### src/hdl/abs_pkg.sv
// ----------------------------------------------------------------------------
// abs_pkg
// Shared types and constants of the alternating-bit sender: action and outcome
// codes, checksum limits, the fixed acknowledgement pattern and the control
// structs between the core and the payload buffer.
// ----------------------------------------------------------------------------
package abs_pkg;

  // Input action codes.
  localparam logic [1:0] ACT_MSG  = 2'd0;
  localparam logic [1:0] ACT_ACK  = 2'd1;
  localparam logic [1:0] ACT_TICK = 2'd2;

  // Outcome codes carried by result items.
  localparam logic [2:0] OUT_OK        = 3'd0;
  localparam logic [2:0] OUT_WRONG_PH  = 3'd1;
  localparam logic [2:0] OUT_NOT_ACK   = 3'd2;
  localparam logic [2:0] OUT_BAD_SUM   = 3'd3;
  localparam logic [2:0] OUT_WRONG_BIT = 3'd4;
  localparam logic [2:0] OUT_RESEND    = 3'd5;

  // Saturation limits of the running checksum.
  localparam logic signed [12:0] SUM_MAX = 13'sd4095;
  localparam logic signed [12:0] SUM_MIN = -13'sd4096;

  // Retransmit timeout after reset.
  localparam logic [15:0] TIMEOUT_RESET = 16'd20;

  // Byte values of the acknowledgement pattern.
  localparam logic [7:0] CHAR_ZERO = 8'h30;
  localparam logic [7:0] CHAR_ONE  = 8'h31;

  // Request from the core to the payload buffer.
  typedef struct packed {
    logic start;  // begin reading the stored packet from entry zero
    logic take;   // the byte on offer moves to the output register
  } abs_rd_ctrl_t;

  // Byte on offer from the payload buffer.
  typedef struct packed {
    logic       valid;
    logic       last;
    logic [7:0] data;
  } abs_rd_stat_t;

  // Expected acknowledgement byte at a given frame position: nineteen zeros,
  // a one, two zeros, then zero bytes.
  function automatic logic [7:0] ack_pattern_byte(input logic [6:0] pos);
    logic [7:0] val;
    if (pos < 7'd19) begin
      val = CHAR_ZERO;
    end else if (pos == 7'd19) begin
      val = CHAR_ONE;
    end else if (pos < 7'd22) begin
      val = CHAR_ZERO;
    end else begin
      val = 8'h00;
    end
    return val;
  endfunction

endpackage

### src/hdl/alternating_bit_sender_core.sv
// ----------------------------------------------------------------------------
// alternating_bit_sender_core
// Stop-and-wait alternating-bit sender: gathers frames, sends and resends the
// stored packet from the payload memory, and checks acknowledgements.
// ----------------------------------------------------------------------------
// A status result is registered and appears in the cycle after its input
// transfer; the first packet byte passes the sequencer start, the memory read
// and the output register. One input per cycle while no packet is sent and the
// output is free; a packet streams its PAYLOAD_BYTES results one per cycle,
// paced by out_ready, and no input is taken until its last byte is taken.
// Reset: phase waits for call zero, timer off, timeout 20 ticks, assembler cleared.
// ----------------------------------------------------------------------------
module alternating_bit_sender_core #(
  parameter int PAYLOAD_BYTES = 20
) (
  input  logic               clk,
  input  logic               rst,
  // Configuration
  input  logic               cfg_write,
  input  logic [15:0]        cfg_data,
  // Input channel
  input  logic               in_valid,
  output logic               in_ready,
  input  logic [1:0]         action,
  input  logic signed [7:0]  data_byte,
  input  logic signed [31:0] ack_number,
  input  logic signed [31:0] ack_checksum,
  // Result channel
  output logic               out_valid,
  input  logic               out_ready,
  output logic               is_packet_byte,
  output logic               packet_seq,
  output logic signed [12:0] packet_checksum,
  output logic signed [7:0]  packet_byte,
  output logic               packet_last,
  output logic [2:0]         outcome
);

  localparam int AW = (PAYLOAD_BYTES > 1) ? $clog2(PAYLOAD_BYTES) : 1;

  localparam logic ST_IDLE = 1'b0;
  localparam logic ST_SEND = 1'b1;

  logic               state;
  logic [1:0]         phase;
  logic [AW-1:0]      byte_count;
  logic signed [12:0] running_sum;
  logic signed [12:0] saved_checksum;
  logic               pattern_match;
  logic               timer_running;
  logic [15:0]        timer_remaining;
  logic [15:0]        timeout_ticks;
  logic [2:0]         send_outcome;

  logic                  accept;
  logic                  is_data;
  logic                  ack_phase;
  logic                  frame_done;
  logic signed [13:0]    sum_wide;
  logic signed [12:0]    sum_sat;
  logic                  pm_next;
  logic                  out_free;
  logic                  start_send;
  logic [2:0]            status_code;
  logic                  status_emit;
  abs_pkg::abs_rd_ctrl_t rd_ctrl;
  abs_pkg::abs_rd_stat_t rd_stat;

  assign out_free  = !out_valid || out_ready;
  assign in_ready  = (state == ST_IDLE) && out_free;
  assign accept    = in_valid && in_ready;
  assign is_data   = (action == abs_pkg::ACT_MSG) || (action == abs_pkg::ACT_ACK);
  assign ack_phase = phase[0];
  assign frame_done = (byte_count == AW'(PAYLOAD_BYTES - 1));

  // Saturating running checksum with the incoming byte added.
  assign sum_wide = {running_sum[12], running_sum} + {{6{data_byte[7]}}, data_byte};
  always_comb begin
    if (sum_wide[13] != sum_wide[12]) begin
      sum_sat = sum_wide[13] ? abs_pkg::SUM_MIN : abs_pkg::SUM_MAX;
    end else begin
      sum_sat = sum_wide[12:0];
    end
  end

  assign pm_next = pattern_match &&
                   (abs_pkg::ack_pattern_byte(7'(byte_count)) == data_byte);

  // Decide what a transfer produces: a packet, one status item, or nothing.
  always_comb begin
    start_send  = 1'b0;
    status_emit = 1'b0;
    status_code = abs_pkg::OUT_OK;
    if (accept && is_data && frame_done) begin
      if (action == abs_pkg::ACT_MSG) begin
        if (ack_phase) begin
          status_emit = 1'b1;
          status_code = abs_pkg::OUT_WRONG_PH;
        end else begin
          start_send = 1'b1;
        end
      end else begin
        status_emit = 1'b1;
        if (!ack_phase) begin
          status_code = abs_pkg::OUT_WRONG_PH;
        end else if (!pm_next) begin
          status_code = abs_pkg::OUT_NOT_ACK;
        end else if ({{19{sum_sat[12]}}, sum_sat} != ack_checksum) begin
          status_code = abs_pkg::OUT_BAD_SUM;
        end else if (ack_number != {31'd0, phase[1]}) begin
          status_code = abs_pkg::OUT_WRONG_BIT;
        end else begin
          status_code = abs_pkg::OUT_OK;
        end
      end
    end else if (accept && (action == abs_pkg::ACT_TICK) && timer_running &&
                 (timer_remaining <= 16'd1) && ack_phase) begin
      start_send = 1'b1;
    end
  end

  assign rd_ctrl.start = start_send;
  assign rd_ctrl.take  = (state == ST_SEND) && rd_stat.valid && out_free;

  abs_payload_buf #(
    .PAYLOAD_BYTES(PAYLOAD_BYTES)
  ) u_buf (
    .clk     (clk),
    .rst     (rst),
    .wr_en   (accept && is_data && !ack_phase),
    .wr_addr (byte_count),
    .wr_data (data_byte),
    .ctrl    (rd_ctrl),
    .stat    (rd_stat)
  );

  // Configuration register.
  always_ff @(posedge clk) begin
    if (rst) begin
      timeout_ticks <= abs_pkg::TIMEOUT_RESET;
    end else if (cfg_write) begin
      timeout_ticks <= cfg_data;
    end
  end

  // Protocol state: assembler, phase, timer and sequencer.
  always_ff @(posedge clk) begin
    if (rst) begin
      state           <= ST_IDLE;
      phase           <= 2'd0;
      byte_count      <= '0;
      running_sum     <= '0;
      saved_checksum  <= '0;
      pattern_match   <= 1'b1;
      timer_running   <= 1'b0;
      timer_remaining <= '0;
      send_outcome    <= abs_pkg::OUT_OK;
    end else begin
      unique case (state)
        ST_IDLE: begin
          if (accept && is_data) begin
            if (frame_done) begin
              byte_count    <= '0;
              running_sum   <= '0;
              pattern_match <= 1'b1;
              if (start_send) begin
                saved_checksum  <= sum_sat;
                timer_running   <= 1'b1;
                timer_remaining <= timeout_ticks;
                phase[0]        <= 1'b1;
                send_outcome    <= abs_pkg::OUT_OK;
                state           <= ST_SEND;
              end else if ((action == abs_pkg::ACT_ACK) &&
                           (status_code == abs_pkg::OUT_OK)) begin
                timer_running   <= 1'b0;
                timer_remaining <= '0;
                phase           <= phase + 2'd1;
              end
            end else begin
              byte_count    <= byte_count + 1'b1;
              running_sum   <= sum_sat;
              pattern_match <= pm_next;
            end
          end else if (accept && (action == abs_pkg::ACT_TICK) && timer_running) begin
            if (timer_remaining > 16'd1) begin
              timer_remaining <= timer_remaining - 16'd1;
            end else if (!ack_phase) begin
              timer_running   <= 1'b0;
              timer_remaining <= '0;
            end else begin
              timer_remaining <= timeout_ticks;
              send_outcome    <= abs_pkg::OUT_RESEND;
              state           <= ST_SEND;
            end
          end
        end
        ST_SEND: begin
          if (rd_ctrl.take && rd_stat.last) begin
            state <= ST_IDLE;
          end
        end
        default: begin
          state <= ST_IDLE;
        end
      endcase
    end
  end

  // Output register: packet bytes from the buffer, or one status item.
  always_ff @(posedge clk) begin
    if (rst) begin
      out_valid <= 1'b0;
    end else if (rd_ctrl.take || status_emit) begin
      out_valid <= 1'b1;
    end else if (out_ready) begin
      out_valid <= 1'b0;
    end
  end

  always_ff @(posedge clk) begin
    if (rd_ctrl.take) begin
      is_packet_byte  <= 1'b1;
      packet_seq      <= phase[1];
      packet_checksum <= saved_checksum;
      packet_byte     <= rd_stat.data;
      packet_last     <= rd_stat.last;
      outcome         <= send_outcome;
    end else if (status_emit) begin
      is_packet_byte  <= 1'b0;
      packet_seq      <= 1'b0;
      packet_checksum <= '0;
      packet_byte     <= '0;
      packet_last     <= 1'b1;
      outcome         <= status_code;
    end
  end

endmodule

### src/hdl/abs_payload_buf.sv
// ----------------------------------------------------------------------------
// abs_payload_buf
// Packet payload memory with one write port and a synchronous read port, and
// the read sequencer that streams the packet one byte per cycle while taken.
// ----------------------------------------------------------------------------
module abs_payload_buf #(
  parameter int PAYLOAD_BYTES = 20,
  localparam int AW = (PAYLOAD_BYTES > 1) ? $clog2(PAYLOAD_BYTES) : 1
) (
  input  logic                  clk,
  input  logic                  rst,
  input  logic                  wr_en,
  input  logic [AW-1:0]         wr_addr,
  input  logic [7:0]            wr_data,
  input  abs_pkg::abs_rd_ctrl_t ctrl,
  output abs_pkg::abs_rd_stat_t stat
);

  logic [7:0]    mem [PAYLOAD_BYTES];
  logic [AW-1:0] rd_idx;
  logic          issuing;
  logic          issue;
  logic          rd_valid;
  logic          rd_last;
  logic [7:0]    rd_data;

  // A new read goes out when the data register is empty or is being emptied.
  assign issue = issuing && (!rd_valid || ctrl.take);

  // Memory write and registered read.
  always_ff @(posedge clk) begin
    if (wr_en) begin
      mem[wr_addr] <= wr_data;
    end
    if (issue) begin
      rd_data <= mem[rd_idx];
    end
  end

  // Read sequencer.
  always_ff @(posedge clk) begin
    if (rst) begin
      issuing  <= 1'b0;
      rd_idx   <= '0;
      rd_valid <= 1'b0;
      rd_last  <= 1'b0;
    end else begin
      if (ctrl.start) begin
        issuing <= 1'b1;
        rd_idx  <= '0;
      end else if (issue) begin
        if (rd_idx == AW'(PAYLOAD_BYTES - 1)) begin
          issuing <= 1'b0;
        end
        rd_idx <= rd_idx + 1'b1;
      end
      if (issue) begin
        rd_valid <= 1'b1;
        rd_last  <= (rd_idx == AW'(PAYLOAD_BYTES - 1));
      end else if (ctrl.take) begin
        rd_valid <= 1'b0;
      end
    end
  end

  assign stat.valid = rd_valid;
  assign stat.last  = rd_last;
  assign stat.data  = rd_data;

endmodule
### config.mk
export PLATFORM = sky130hd
export DESIGN_NAME = alternating_bit_sender_core
export DESIGN_NICKNAME = d
export VERILOG_FILES = /design/src/hdl/abs_pkg.sv /design/src/hdl/alternating_bit_sender_core.sv /design/src/hdl/abs_payload_buf.sv
export SDC_FILE = /design/constraint.sdc
export NUM_CORES = 1
export LEC_CHECK = 0
export BUFFER_PORTS_ARGS = -buffer_cell sky130_fd_sc_hd__clkbuf_2
export CELL_PAD_IN_SITES_DETAIL_PLACEMENT = 2
export CELL_PAD_IN_SITES_GLOBAL_PLACEMENT = 2
export CORE_ASPECT_RATIO = 1.75
export CORE_MARGIN = 2
export CORE_UTILIZATION = 44
export DETAILED_ROUTE_END_ITERATION = 12
export PLACE_DENSITY_LB_ADDON = 0.1
export SYNTH_ARGS = -nofsm -noshare
export SYNTH_HDL_FRONTEND = slang
export SYNTH_SLANG_ARGS = --single-unit
### constraint.sdc
create_clock -name clk -period 10.7 [get_ports clk]
set_clock_uncertainty 0.2 [all_clocks]
set_input_delay 2.675 -clock clk [delete_from_list [all_inputs] [get_ports clk]]
set_output_delay 2.675 -clock clk [all_outputs]
set_load 0.01 [all_outputs]
# After elaboration in Yosys (flattened, before gate mapping)
# Memories as Yosys holds them, arrays and structs flattened. A register that Yosys moved wholly into a read port is not among the register bits.
# Cells that the tools add are included.
[word_totals]
mem_bits_ro = 0
memories = 1
input_bits = 95
regBits = 107
out_inout_bits = 29
word_cells = 158
latch_bits = 0
ramBits = 160
[classes]
n_div = 0
n_shift = 0
n_eq_ne = 13
mux = 70
bitwise_logic = 2
mul = 0
magnitude_cmp = 4
n_reduce_logical = 41
n_addsub = 5
[mem_list]
columns = ["name", "depth", "width", "read_ports", "rd_ports_with_merged_regs", "wr", "line", "source"]
rows = [
  ["u_buf.mem", 20, 8, 1, 1, 1, "abs_payload_buf.sv:19", "logic [7:0] mem [PAYLOAD_BYTES];"],
]
[ops]
columns = ["cell", "count"]
rows = [
  ["$mux 16", 7],
  ["$mux 13", 5],
  ["$mux 3", 14],
  ["$mux 1", 37],
  ["$ne 32x1->1", 1],
  ["$ne 32x32->1", 1],
  ["$mux 6", 3],
  ["$gt 16x1->1 const B", 1],
  ["$le 16x1->1 const B", 1],
  ["$mux 8", 2],
  ["$reduce_bool 2->1", 8],
  ["$sub 16x1->16 const B", 1],
  ["$logic_and 1x1->1", 15],
  ["$add 13x8->14", 1],
  ["$reduce_and 4->1", 3],
  ["$reduce_and 6->1", 2],
  ["$add 5x1->5 const B", 2],
  ["$eq 5x5->1 const B", 2],
  ["$lt 5x5->1 const B", 2],
  ["$eq 6x8->1", 1],
  ["$ne 2x2->1 const B", 3],
  ["$mux 5", 1],
  ["$reduce_and 5->1", 1],
  ["$logic_or 1x1->1", 4],
  ["13 further kinds", 17],
]

# Logic depth before layout (Yosys ltp)
# Gate-level depths: netlist of run 1.
[depth]
depth_word = 16
mapped_depth = 16
ltp_nobuf = 14

# Cells and area by module
# A second synthesis of run 1 with hierarchy kept.
[hier_totals]
hier_cells = 1044
area_unflattened_um2 = 12680.9
[modules_own_cells]
columns = ["mod", "area_per_inst_um2", "instances", "cells_per_inst", "seq_area_each_um2"]
rows = [
  ["abs_payload_buf", 6812.8, 1, 345, 5205.0],
  ["alternating_bit_sender_core", 5868.1, 1, 699, 2202.1],
]

# Least setup slack after synthesis of run 1
# No wires, ideal clock.
[synth_path]
path_type = "input -> register"
startpoint = "in data_byte[0]"
endpoint = "reg timer_remaining[1]"
t_required_ns = 10.361
cell_stages = 15
path_slack_ns = 4.224
setup_ns = 0.139
n_path_buf = 1
arrival_ns = 6.137
path_cell_list = "ha_1 inv_1 fa_1 nand2b_1 a211oi_4 o21ai_2 a211oi_2 a21boi_1 o21ai_0 nand3_1 or4_1 or4_4 buf_6 a221oi_2 a311oi_1"
[synth_via]
elab_chain_cells = 13
elab_cells_between_ends = 16
[synth_lines]
columns = ["element", "line", "source"]
rows = [
  ["start: declaration", "alternating_bit_sender_core.sv:25", "input logic signed [7:0] data_byte,"],
  ["$add 13x8->14", "alternating_bit_sender_core.sv:77", "assign sum_wide = {running_sum[12], running_sum} + {{6{data_byte[7]}}, data_byte};"],
  ["$mux 13 or $ne 1x1->1 (tied branches)", "alternating_bit_sender_core.sv:80, alternating_bit_sender_core.sv:79", ""],
  ["$mux 13", "alternating_bit_sender_core.sv:79", "if (sum_wide[13] != sum_wide[12]) begin"],
  ["$ne 32x32->1", "alternating_bit_sender_core.sv:108", "end else if ({{19{sum_sat[12]}}, sum_sat} != ack_checksum) begin"],
  ["$mux 3", "alternating_bit_sender_core.sv:108", ""],
  ["$mux 3 (*)", "alternating_bit_sender_core.sv:106", "end else if (!pm_next) begin"],
  ["$mux 3 (*)", "alternating_bit_sender_core.sv:104", "if (!ack_phase) begin"],
  ["$mux 3 (*)", "alternating_bit_sender_core.sv:95", "if (action == abs_pkg::ACT_MSG) begin"],
  ["$mux 3 (*)", "alternating_bit_sender_core.sv:94", "if (accept && is_data && frame_done) begin"],
  ["$logic_not 3->1 (*)", "alternating_bit_sender_core.sv:174", "(status_code == abs_pkg::OUT_OK)) begin"],
  ["$logic_and 1x1->1 (*)", "alternating_bit_sender_core.sv:173", "end else if ((action == abs_pkg::ACT_ACK) &&"],
  ["$ne 3x2->1 (no source line) (*)", "--", ""],
  ["$reduce_and 4->1 (no source line) (*)", "--", ""],
  ["end signal: assignment", "alternating_bit_sender_core.sv:169", "timer_remaining <= timeout_ticks;"],
  ["end signal: assignment", "alternating_bit_sender_core.sv:186", "timer_remaining <= timer_remaining - 16'd1;"],
  ["end signal: assignment", "alternating_bit_sender_core.sv:191", "timer_remaining <= timeout_ticks;"],
  ["end: declaration", "alternating_bit_sender_core.sv:51", "logic [15:0] timer_remaining;"],
]
# Every way passes the cells marked *; elsewhere a longest branch is shown, timed or not.
# A chain may end at the register's enable or synchronous reset.

# Final worst setup path of run 1
[layout_path]
startpoint = "in data_byte[7]"
endpoint = "reg timer_remaining[13]"
# Same word-level chain as after synthesis.

==> results of run 1 <==
## through the flow
| stage | worst slack, ns | power (W) | cell area, sq um | cells |
|---|---|---|---|---|
| finish | 3.08 | 0.00236 | 14800 | 1551 |
| CTS | 3.11 | 0.00237 | 14800 | 1551 |
| global placement | 2.62 | 0.00143 | 13900 | 1502 |
| detailed placement | 2.55 | 0.00144 | 13900 | 1502 |
| global route | 2.81 | 0.00243 | 14800 | 1551 |
| floorplan | 4.22 | 0.00133 | 13000 | 1042 |
## worst register-to-register path: stages, from the launching register on
cell,delay (ns)
dfxtp_1,0.32
ha_1,0.27
buf_4,0.28
inv_1,0.47
a211oi_2,0.11
a311oi_4,0.57
nand2_1,0.44
maj3_1,0.49
nand2_1,0.08
nand3_1,0.11
or4_1,0.51
or4_4,0.71
a221o_1,0.42
o211a_1,0.13
## power by group
| part | switching [W] | leakage (nW) | internal [W] |
|---|---|---|---|
| registers | 0.00000921 | 2.43 | 0.00114 |
| clock network | 0.000408 | 0.422 | 0.000534 |
| logic | 0.000177 | 2.41 | 0.0000912 |
## cell type report
type | instances | area (sq um) | area share, %
inverters | 13 | 48.8 | 0.330
clock buffers | 44 | 801 | 5.42
well taps | 382 | 478 | 3.23
clock inverters | 5 | 53.8 | 0.364
multi-input cells | 699 | 5290 | 35.8
flip-flops and latches | 273 | 7410 | 50.1
repair buffers | 135 | 706 | 4.77
## per-layer routing
layer / GRT usage [%] / vias to the layer above
li1: - / 4221
met1: 29.0 / 4816
met2: 53.1 / 294
met3: 3.17 / 126
met4: 16.5 / 0
met5: 0 / -
## state kept, by name (all words and copies together), names as in the netlist, 2 cells and up
| name | flops |
|---|---|
| saved_checksum | 13 |
| packet_byte | 8 |
| u_buf.mem | 160 |
| byte_count | 5 |
| timeout_ticks | 16 |
| phase | 2 |
| u_buf.rd_idx | 5 |
| u_buf.rd_data | 8 |
| outcome | 3 |
| running_sum | 13 |
| packet_checksum | 13 |
| timer_remaining | 16 |
## synthesized netlist by cell type (6+ instances only)
master and n:
a211oi_1 8, a21o_1 13, a21oi_1 41, a22oi_1 22, a31oi_1 7, and2_1 29
and3_1 7, buf_1 7, clkbuf_1 44, dfxtp_1 79, edfxtp_1 194, ha_1 20
inv_1 13, mux2_2 12, mux2i_1 26, mux4_2 48, nand2_1 73, nand2b_1 8
nand3_1 31, nand4_1 15, nor2_1 117, nor2b_1 6, nor3_1 26, nor4_1 17
o211ai_1 6, o21ai_0 20, o31ai_1 8, or3_1 11, or4_1 6, xnor2_1 9
xor2_1 14
## worst paths after layout
kind	start	end	slack (ns)
setup / recovery	data_byte[7]	timer_remaining[13]$_SDFFE_PP0P_	3.08
hold reg to reg	is_packet_byte$_SDFFE_PP1P_	is_packet_byte$_SDFFE_PP1P_	0.27
setup reg to reg	running_sum[12]$_SDFFE_PP0P_	timer_remaining[13]$_SDFFE_PP0P_	5.50
hold / removal	is_packet_byte$_SDFFE_PP1P_	is_packet_byte$_SDFFE_PP1P_	0.27
## cells by family after synthesis
kind of cell	Yosys count
and+or+nand+nor	364
muxes	86
adders and majority gates	24
AOI/OAI and AO/OA	202
xor gates and xnor gates	23
buffers and inverters	70
DFF	273
==> flow_summary.ini, run 1 <==
[floorplan]
fp.coreArea_sq_um = 29200
fp.dieArea_sq_um = 30900
io_pins = 124
floorplan.initialDensity_pct = 44.5
dieWidth_um = 134
placement_row_count = 83
fp.dieH_um = 231

[synthesis]
yosys.area.top_type = edfxtp_1
adder_cell_share_of_the_synthesized_area_pct = 2.31
post_synth.cell_area_avg_sq_um = 12.5
number_of_standard_cells_after_synthesis = 1042
synthDistinctLibCells = 81
compound_gate_portion_of_the_synthesized_area_pct = 11.8
synth_edf_count = 194
ys_async_sr_fraction_pct = 0
post_synth_xor_area_fraction_pct = 1.55
yosys.area_share.simple_pct = 13.6
synth_seq_cells = 273
synthesis.nets = 1158
post_synth_instance_area_sq_um = 13000
ys_warn_count = 0
synth_top_family_by_area = simple AND/OR/NAND/NOR gates
synth-seq-area-share_pct = 57.1
synth.area.top_cells = edfxtp_1 (45%), dfxtp_1 (12%), mux4_2 (8.3%)
synth_mux_area_share_pct = 11.4
synthDominantCellAreaShare_pct = 44.9
ys.flop_type = edfxtp_1

[sta]
hold_viol_final = 0
period_needed_ns = 7.62
slew_headroom_pct = 24.8
holdWs_ns = 0.268
worst-slew-pin-transition_ns = 1.12
fin_setup_tns_ns = 0
grt_setup_unrepaired = false
finalCritPeriodShare_pct = 71.2
finalSetupViolations = 0
timing.fmax_ghz = 0.131
number_of_pins_exceeding_their_max_slew_limit_in_the_final_report = 0

[finish]
layout.nets = 1265
postLayoutCoreUtil_pct = 50.7
n_antenna_cell = 0
layout.cells.most_common_list = edfxtp_1 (194), clkbuf_2 (124), nor2_1 (117)
leading_cell_type_in_the_layout_fill_and_taps_excluded = edfxtp_1
final.fill_count = 2839
areaGrowthSynthToFinish_pct = 14.0
post_route_cells_drive_above_1_share_pct = 22.4

[drt]
route.vias.total = 9457
route.final.wire_length_um = 42800
drc = 0
topRoutingLayerUsed = met4
drt_wl_cell_um = 27.6
iteration_0_drc_markers = 458
post_drt_via_cell_ratio = 6.10
drt.antenna.violating_nets = 0
dr.pass1.iters = 5
detailroute.wirelength.met3_um = 1540
met2RoutedLength_um = 23800
m1WireLength_um = 14800

[cts]
clockRootBuffer = clkbuf_16
post-cts-setup-buffers = 0
hold_buffers = 0
cts-buffers-inserted = 27
cts.clk_slew.worst_paths_ns = 0.07
maximum_count_of_clock_buffers_along_a_single_path = 3
post_cts_resize_count = 0
number_of_clock_sinks = 273
htree_levels = 1
clk-insertion-delay-late_ns = 0.55
tritoncts = built

[placed_design]
gp_congestion = 0.911
hpwlAfterDp_um = 30900
portBuffers = 123

[setup_path]
cpLargestDelayFamily = simple AND/OR/NAND/NOR gates
critical_path_peak_fanout = 47
cp_common_cell = nand2_1
crit_path_max_incr_delay_ns = 0.71
critical_path.cell_chain = clkbuf_2 -> ha_1 -> buf_4 -> inv_1 -> a211oi_2 -> a311oi_4 -> nand2_1 -> maj3_1 -> nand2_1 -> nand3_1 -> or4_1 -> or4_4 -> a221o_1 -> o211a_1
cp_data_arrival_time_ns = 7.86
reg2reg_depth = 13
cp.buffers_inverters = 3
worstPathRequired_ns = 10.94
path_class = input pin to flop
cp.depth = 14
critical_path.startpoint_type = input pin
crit_path_top_delay_cell = or4_4
critPathCaptureType = flop

[global_routing]
globalRouteTotalUtil_pct = 27.9
grt_start_max_net_pins = 60
number_of_antenna_violations_at_the_first_check_in_global_routing = 0
first_pass_grt_wire_length_um = 64800
vias_in_the_first_global_route = 10592
grt.overflow.total = 0

[power]
power_density_nw_per_um2 = 160
max-vdd-ir-drop_mv = 0.109
leakage_component_of_the_power_nw = 5.26

[status]
status = completed

[flow_run]
cap_viol_max_count = 0

[min_path]
min-delay-path-class = flop to flop
hold-path-cell-count = 2
(Power assumes the default switching activity.)
==> inputs of run 2 (changes only) <==
ABC_AREA = 1   (was default)
CORE_UTILIZATION = 34   (was 44)
clock period = 6.3 ns   (was 10.7 ns; I/O delays follow)
==> run 2 against run 1 <==
- sequential power rose by 70%
- routed wire length down 1.2%
- highest routed layer unchanged
- register-to-register slack worse by 3.2 ns
- critical path type unchanged
- clock-buffer cell count shrank 7
- largest cell class unchanged
==> flow_summary.ini, run 2 <==
[status]
status = completed

[finish]
largest_register_ff_count = 160
post-route-cell-area_sq_um = 14600
register_with_the_most_flip_flops = u_buf.mem
post_route_cells_drive_above_1_share_pct = 15.6
layout.nets = 1550
final-seq-area_sq_um = 7410
layout.cells.most_common_list = nand2_1 (207), nor2_1 (207), edfxtp_1 (194)
multiInputGateArea_sq_um = 4500
layout_top_registers = u_buf.mem (160), timeout_ticks (16), timer_remaining (16)
final.fill_count = 4034
n_antenna_cell = 0
areaGrowthSynthToFinish_pct = 15.9

[global_routing]
vias_in_the_first_global_route = 11398
globalRouteTotalUtil_pct = 22.1
first_pass_grt_wire_length_um = 65200
grt_start_max_net_pins = 50
grt.overflow.total = 0
number_of_antenna_violations_at_the_first_check_in_global_routing = 0

[sta]
hold_viol_final = 0
worst-slew-pin-transition_ns = 1.03
period_needed_ns = 4.87
fin_setup_tns_ns = 0
grt_setup_unrepaired = false
slew_headroom_pct = 31.1
finalSetupViolations = 0
finalCritPeriodShare_pct = 77.4
timing.fmax_ghz = 0.205
number_of_pins_exceeding_their_max_slew_limit_in_the_final_report = 0

[synthesis]
synthesis.nets = 1439
synthDominantCellAreaShare_pct = 46.2
ys.flop_type = edfxtp_1
post_synth.cell_area_avg_sq_um = 9.52
synth_edf_count = 194
post_synth_instance_area_sq_um = 12600
synth.area.top_cells = edfxtp_1 (46%), dfxtp_1 (13%), nand2_1 (6.2%)
synth_mux_area_share_pct = 0
compound_gate_portion_of_the_synthesized_area_pct = 13.3
adder_cell_share_of_the_synthesized_area_pct = 2.15
synthDistinctLibCells = 50
synth-seq-area-share_pct = 58.8
synth_seq_cells = 273
post_synth_xor_area_fraction_pct = 1.25
ys_warn_count = 0
synth_commonest_cells = nand2_1 (207), nor2_1 (207), edfxtp_1 (194), o21ai_0 (109), inv_1 (106)
yosys.area.top_type = edfxtp_1
ys_async_sr_fraction_pct = 0
yosys.area_share.simple_pct = 18.9
number_of_standard_cells_after_synthesis = 1323
synth_top_family_by_area = simple AND/OR/NAND/NOR gates

[drt]
topRoutingLayerUsed = met4
route.vias.total = 10138
route.final.wire_length_um = 42300
drt.antenna.violating_nets = 0
detailroute.wirelength.met3_um = 1130
iteration_0_drc_markers = 361
drc = 0
m1WireLength_um = 14900
dr.pass1.iters = 4
drt_wl_cell_um = 21.9
post_drt_via_cell_ratio = 5.25
met2RoutedLength_um = 24000

[setup_path]
reg2reg_depth = 25
worstPathRequired_ns = 6.55
critical_path_peak_fanout = 33
worstReg2RegEnd = timer_remaining[6]$_SDFFE_PP0P_
cp_data_arrival_time_ns = 5.13
critPathCaptureType = flop
path_class = input pin to flop
timing.rr.start = running_sum[0]$_SDFFE_PP0P_
reg2reg_slack_ns = 2.35
critical_path.startpoint_type = input pin

[min_path]
hold_path.startpoint = is_packet_byte$_SDFFE_PP1P_
hold-path-cell-count = 2
min-delay-path-class = flop to flop
whs_endpoint = is_packet_byte$_SDFFE_PP1P_

[cts]
cts.clk_slew.worst_paths_ns = 0.06
clockRootBuffer = clkbuf_16
post-cts-setup-buffers = 0
maximum_count_of_clock_buffers_along_a_single_path = 3
post_cts_resize_count = 0
clk-insertion-delay-late_ns = 0.56
number_of_clock_sinks = 273
htree_levels = 1
hold_buffers = 0
tritoncts = built
cts-buffers-inserted = 28

[power]
leakage_component_of_the_power_nw = 5.61
power_density_nw_per_um2 = 280
max-vdd-ir-drop_mv = 0.250

[floorplan]
placement_row_count = 93
fp.coreArea_sq_um = 36700
fp.dieArea_sq_um = 38700
floorplan.initialDensity_pct = 34.4
io_pins = 124
fp.dieH_um = 259
dieWidth_um = 150

[placed_design]
hpwlAfterDp_um = 31200
gp_congestion = 0.799
portBuffers = 123
dpl-instance-area_sq_um = 13700

[flow_run]
cap_viol_max_count = 0
==> run 2: cell count changes after synthesis, sizes merged, moves of 28 or more <==
cell,delta
nand2,+153
a21oi,+45
mux4,-48
nor2,+93
inv,+100
and2,-28
nand3,+29
o21ai,+82
==> run 2: worst max-delay path by stage <==
stage,startpoint,endpoint,depth (start not counted)
after floorplan,data_byte[0],timer_remaining[1]$_SDFFE_PP0P_,27
after global placement,data_byte[0],timer_remaining[0]$_SDFFE_PP0P_,24
after detailed placement,data_byte[4],timer_remaining[6]$_SDFFE_PP0P_,27
after CTS,data_byte[4],timer_remaining[6]$_SDFFE_PP0P_,27
after global routing,data_byte[4],timer_remaining[4]$_SDFFE_PP0P_,27
final,data_byte[4],timer_remaining[6]$_SDFFE_PP0P_,27
==> run 2: cell families (layout without fill, tap and decap cells) <==
kind of cell | Yosys count | in the layout
and+or+nand+nor | 549 | 549
adders and majority gates | 21 | 21
xor gates and xnor gates | 18 | 18
AOI/OAI and AO/OA | 287 | 287
buffers and inverters | 175 | 308
DFF | 273 | 273
==> run 2: area by class of cell <==
cell class                 count  share of cell area [%]
inverter                     114                    2.93
timing repair buffer         142                    5.19
multi-input combinational    875                    30.8
sequential                   273                    50.7
tap                          475                    4.07
clock buffer                  37                    5.46
clock inverter                15                   0.814
==> run 2: report_power, final <==
part	leakage (nW)	switching, W	internal (W)	total (W)
clock	0.432	0.000731	0.000936	0.00167
combinational	2.80	0.000301	0.000155	0.000456
sequential	2.37	0.0000218	0.00194	0.00196
==> run 2: worst max-delay path: stages <==
cell	delay, ns
clkbuf_2	0.33
ha_1	0.50
nand2_1	0.14
inv_2	0.08
nand2_1	0.07
nor2_1	0.11
nand2_1	0.11
nand3_2	0.09
nand2_1	0.06
nand2_2	0.09
nand2_4	0.16
nand2_1	0.16
nand2_1	0.08
nand2_1	0.08
nand2_1	0.05
nor2_1	0.14
nand2_1	0.11
nor2_4	0.18
nand2_1	0.07
nand2_1	0.06
nand2_1	0.05
nand2_1	0.13
nand2_2	0.10
nand2_4	0.29
nand3_1	0.13
nand2_1	0.09
nor2_1	0.04
==> run 2: metal layers <==
metal  global-route usage [%]  vias to the layer above
met5                        0                        -
met4                     10.8                        0
met3                     2.64                       79
met2                     44.0                      161
met1                     22.0                     5076
li1                         -                     4822
==> run 2: through the flow <==
stage	hold slack [ns]	util (%)	setup WS [ns]	instances	power, W
after global routing	0.291	39.8	0.922	1931	0.00425
after global placement	0.246	37.3	0.965	1879	0.00245
final	0.253	39.8	1.43	1931	0.00409
after detailed placement	0.241	37.3	0.750	1879	0.00247
after floorplan	0.229	-	1.86	1323	0.00230
after CTS	0.255	39.8	1.34	1931	0.00414
==> inputs of run 3 (changes only) <==
clock period = 4.43 ns   (was 6.3 ns; I/O delays follow)
==> run 3 against run 2 <==
- first-iteration DRC count rose by 6.1%
- die area did not move
- critical path type unchanged
- combinational power rose by 71%
- register-to-register slack got worse by 1.7 ns
- clock-buffer cell count fell by 5
- power rose by 52%
- cell area rose by 4.9%
- non-clock buffer count rose by 74
- routed wire length rose by 3.2%
==> flow_summary.ini, run 3 (same netlist as run 2, synthesis figures left out) <==
[finish]
areaGrowthSynthToFinish_pct = 21.6
register_with_the_most_flip_flops = u_buf.mem
post_route_cells_drive_above_1_share_pct = 19.8
postLayoutCoreUtil_pct = 41.8
final.fill_count = 4038
largest_register_ff_count = 160
layout_top_registers = u_buf.mem (160), timeout_ticks (16), timer_remaining (16)
multiInputGateArea_sq_um = 4510
final-seq-area_sq_um = 7410
layout.cells.most_common_list = nand2_1 (207), nor2_1 (207), edfxtp_1 (194)
layout.nets = 1624

[power]
leakage_component_of_the_power_nw = 6.04
power_density_nw_per_um2 = 406
max-vdd-ir-drop_mv = 0.238

[floorplan]
floorplan.initialDensity_pct = 34.4
fp.dieArea_sq_um = 38700
fp.dieH_um = 259
io_pins = 124
fp.coreArea_sq_um = 36700
dieWidth_um = 150
placement_row_count = 93

[sta]
finalCritPeriodShare_pct = 91.4
grt_setup_unrepaired = false
period_needed_ns = 4.05
timing.fmax_ghz = 0.247
hold_viol_final = 0
finalSetupViolations = 0
final.setup.worst_slack_ns = 0.383
worst-slew-pin-transition_ns = 0.916
slew_headroom_pct = 38.9
fin_setup_tns_ns = 0
number_of_pins_exceeding_their_max_slew_limit_in_the_final_report = 0
holdWs_ns = 0.270

[setup_path]
critical_path.startpoint_type = input pin
crit_path_top_delay_cell = ha_1
cp_data_arrival_time_ns = 4.30
worstPathRequired_ns = 4.68
setup.worst_path.start = data_byte[6]
critical_path_peak_fanout = 20
crit_path_max_incr_delay_ns = 0.41
cp_common_cell = nand2_1
cpLargestDelayFamily = simple AND/OR/NAND/NOR gates
path_class = input pin to flop
cp.buffers_inverters = 2
critPathCaptureType = flop
timing.rr.start = running_sum[0]$_SDFFE_PP0P_

[placed_design]
hpwlAfterDp_um = 32500
portBuffers = 123
gp_congestion = 0.853
place_ws_ns = -0.244

[cts]
cts.clk_slew.worst_paths_ns = 0.06
hold_buffers = 0
clk-insertion-delay-late_ns = 0.56
clockRootBuffer = clkbuf_16
number_of_clock_sinks = 273
maximum_count_of_clock_buffers_along_a_single_path = 3
tritoncts = built
htree_levels = 1
cts-buffers-inserted = 28

[min_path]
min-delay-path-class = flop to flop
hold_path.startpoint = running_sum[11]$_SDFFE_PP0P_

[global_routing]
grt_start_max_net_pins = 83
number_of_antenna_violations_at_the_first_check_in_global_routing = 1
grt.overflow.total = 0
first_pass_grt_wire_length_um = 67400
vias_in_the_first_global_route = 11761
globalRouteTotalUtil_pct = 23.0

[drt]
drc = 0
route.final.wire_length_um = 43700
dr.pass1.iters = 6
iteration_0_drc_markers = 383
drt.antenna.violating_nets = 0
route.vias.total = 10435
post_drt_via_cell_ratio = 5.20
drt_wl_cell_um = 21.8

[flow_run]
cap_viol_max_count = 0

[status]
status = completed
## run 3: cell count changes in the layout (fill, tap and decap cells not counted), moves of 2 or more
| cell | before | now |
|---|---|---|
| clkbuf_1 | 5 | 2 |
| inv_6 | 2 | 0 |
| clkinvlp_4 | 5 | 2 |
| bufinv_16 | 1 | 7 |
| clkinv_2 | 2 | 4 |
| buf_12 | 0 | 3 |
| buf_4 | 19 | 90 |
## run 3: final timing paths
| check | end | slack [ns] | depth (start not counted) |
|---|---|---|---|
| max | timer_remaining[15]$_SDFFE_PP0P_ | 0.38 | 25 |
| min | running_sum[11]$_SDFFE_PP0P_ | 0.27 | 2 |
| max reg2reg | timer_remaining[15]$_SDFFE_PP0P_ | 0.69 | 24 |
| min reg2reg | running_sum[11]$_SDFFE_PP0P_ | 0.27 | 2 |
## run 3: repair_timing
action,CTS,global route
hold endpoints to repair,0,0
gates resized for setup,0,1
buffers inserted,0,1
setup endpoints to repair,0,5
## run 3: tightest hold or removal path: stages, from the launching register on
cell	delay (ns)
dfxtp_1	0.31
nand2_1	0.06
a21oi_1	0.05
## run 3: routing by layer
metal | global-route usage [%] | vias up | share of wire, %
met5 | 0 | - | 0
met4 | 12.5 | 0 | 6.0
met3 | 2.62 | 84 | 3.0
met2 | 45.7 | 199 | 57
met1 | 22.5 | 5193 | 34
li1 | - | 4959 | -
## run 3: report_power, final
part           internal, W  total [W]  switching (W)
sequential         0.00276    0.00280      0.0000354
clock              0.00161    0.00264        0.00103
combinational     0.000316   0.000781       0.000465
total              0.00469    0.00622        0.00153
## run 3: layout make-up
| cell class | count | share of cell area, % |
|---|---|---|
| inverter | 114 | 2.79 |
| tap | 475 | 3.88 |
| multi-input combinational | 875 | 29.4 |
| antenna | 1 | 0.0163 |
| clock buffer | 32 | 4.88 |
| clock inverter | 20 | 1.85 |
| timing repair buffer | 216 | 8.82 |
| sequential | 273 | 48.4 |
## run 3: metrics by stage
step / cells / area [sq um] / total power [W]
after floorplan: 1323 / 12600 / 0.00328
after global placement: 1952 / 14300 / 0.00362
after detailed placement: 1952 / 14300 / 0.00364
after CTS: 2004 / 15300 / 0.00631
after global routing: 2006 / 15300 / 0.00647
final: 2006 / 15300 / 0.00622
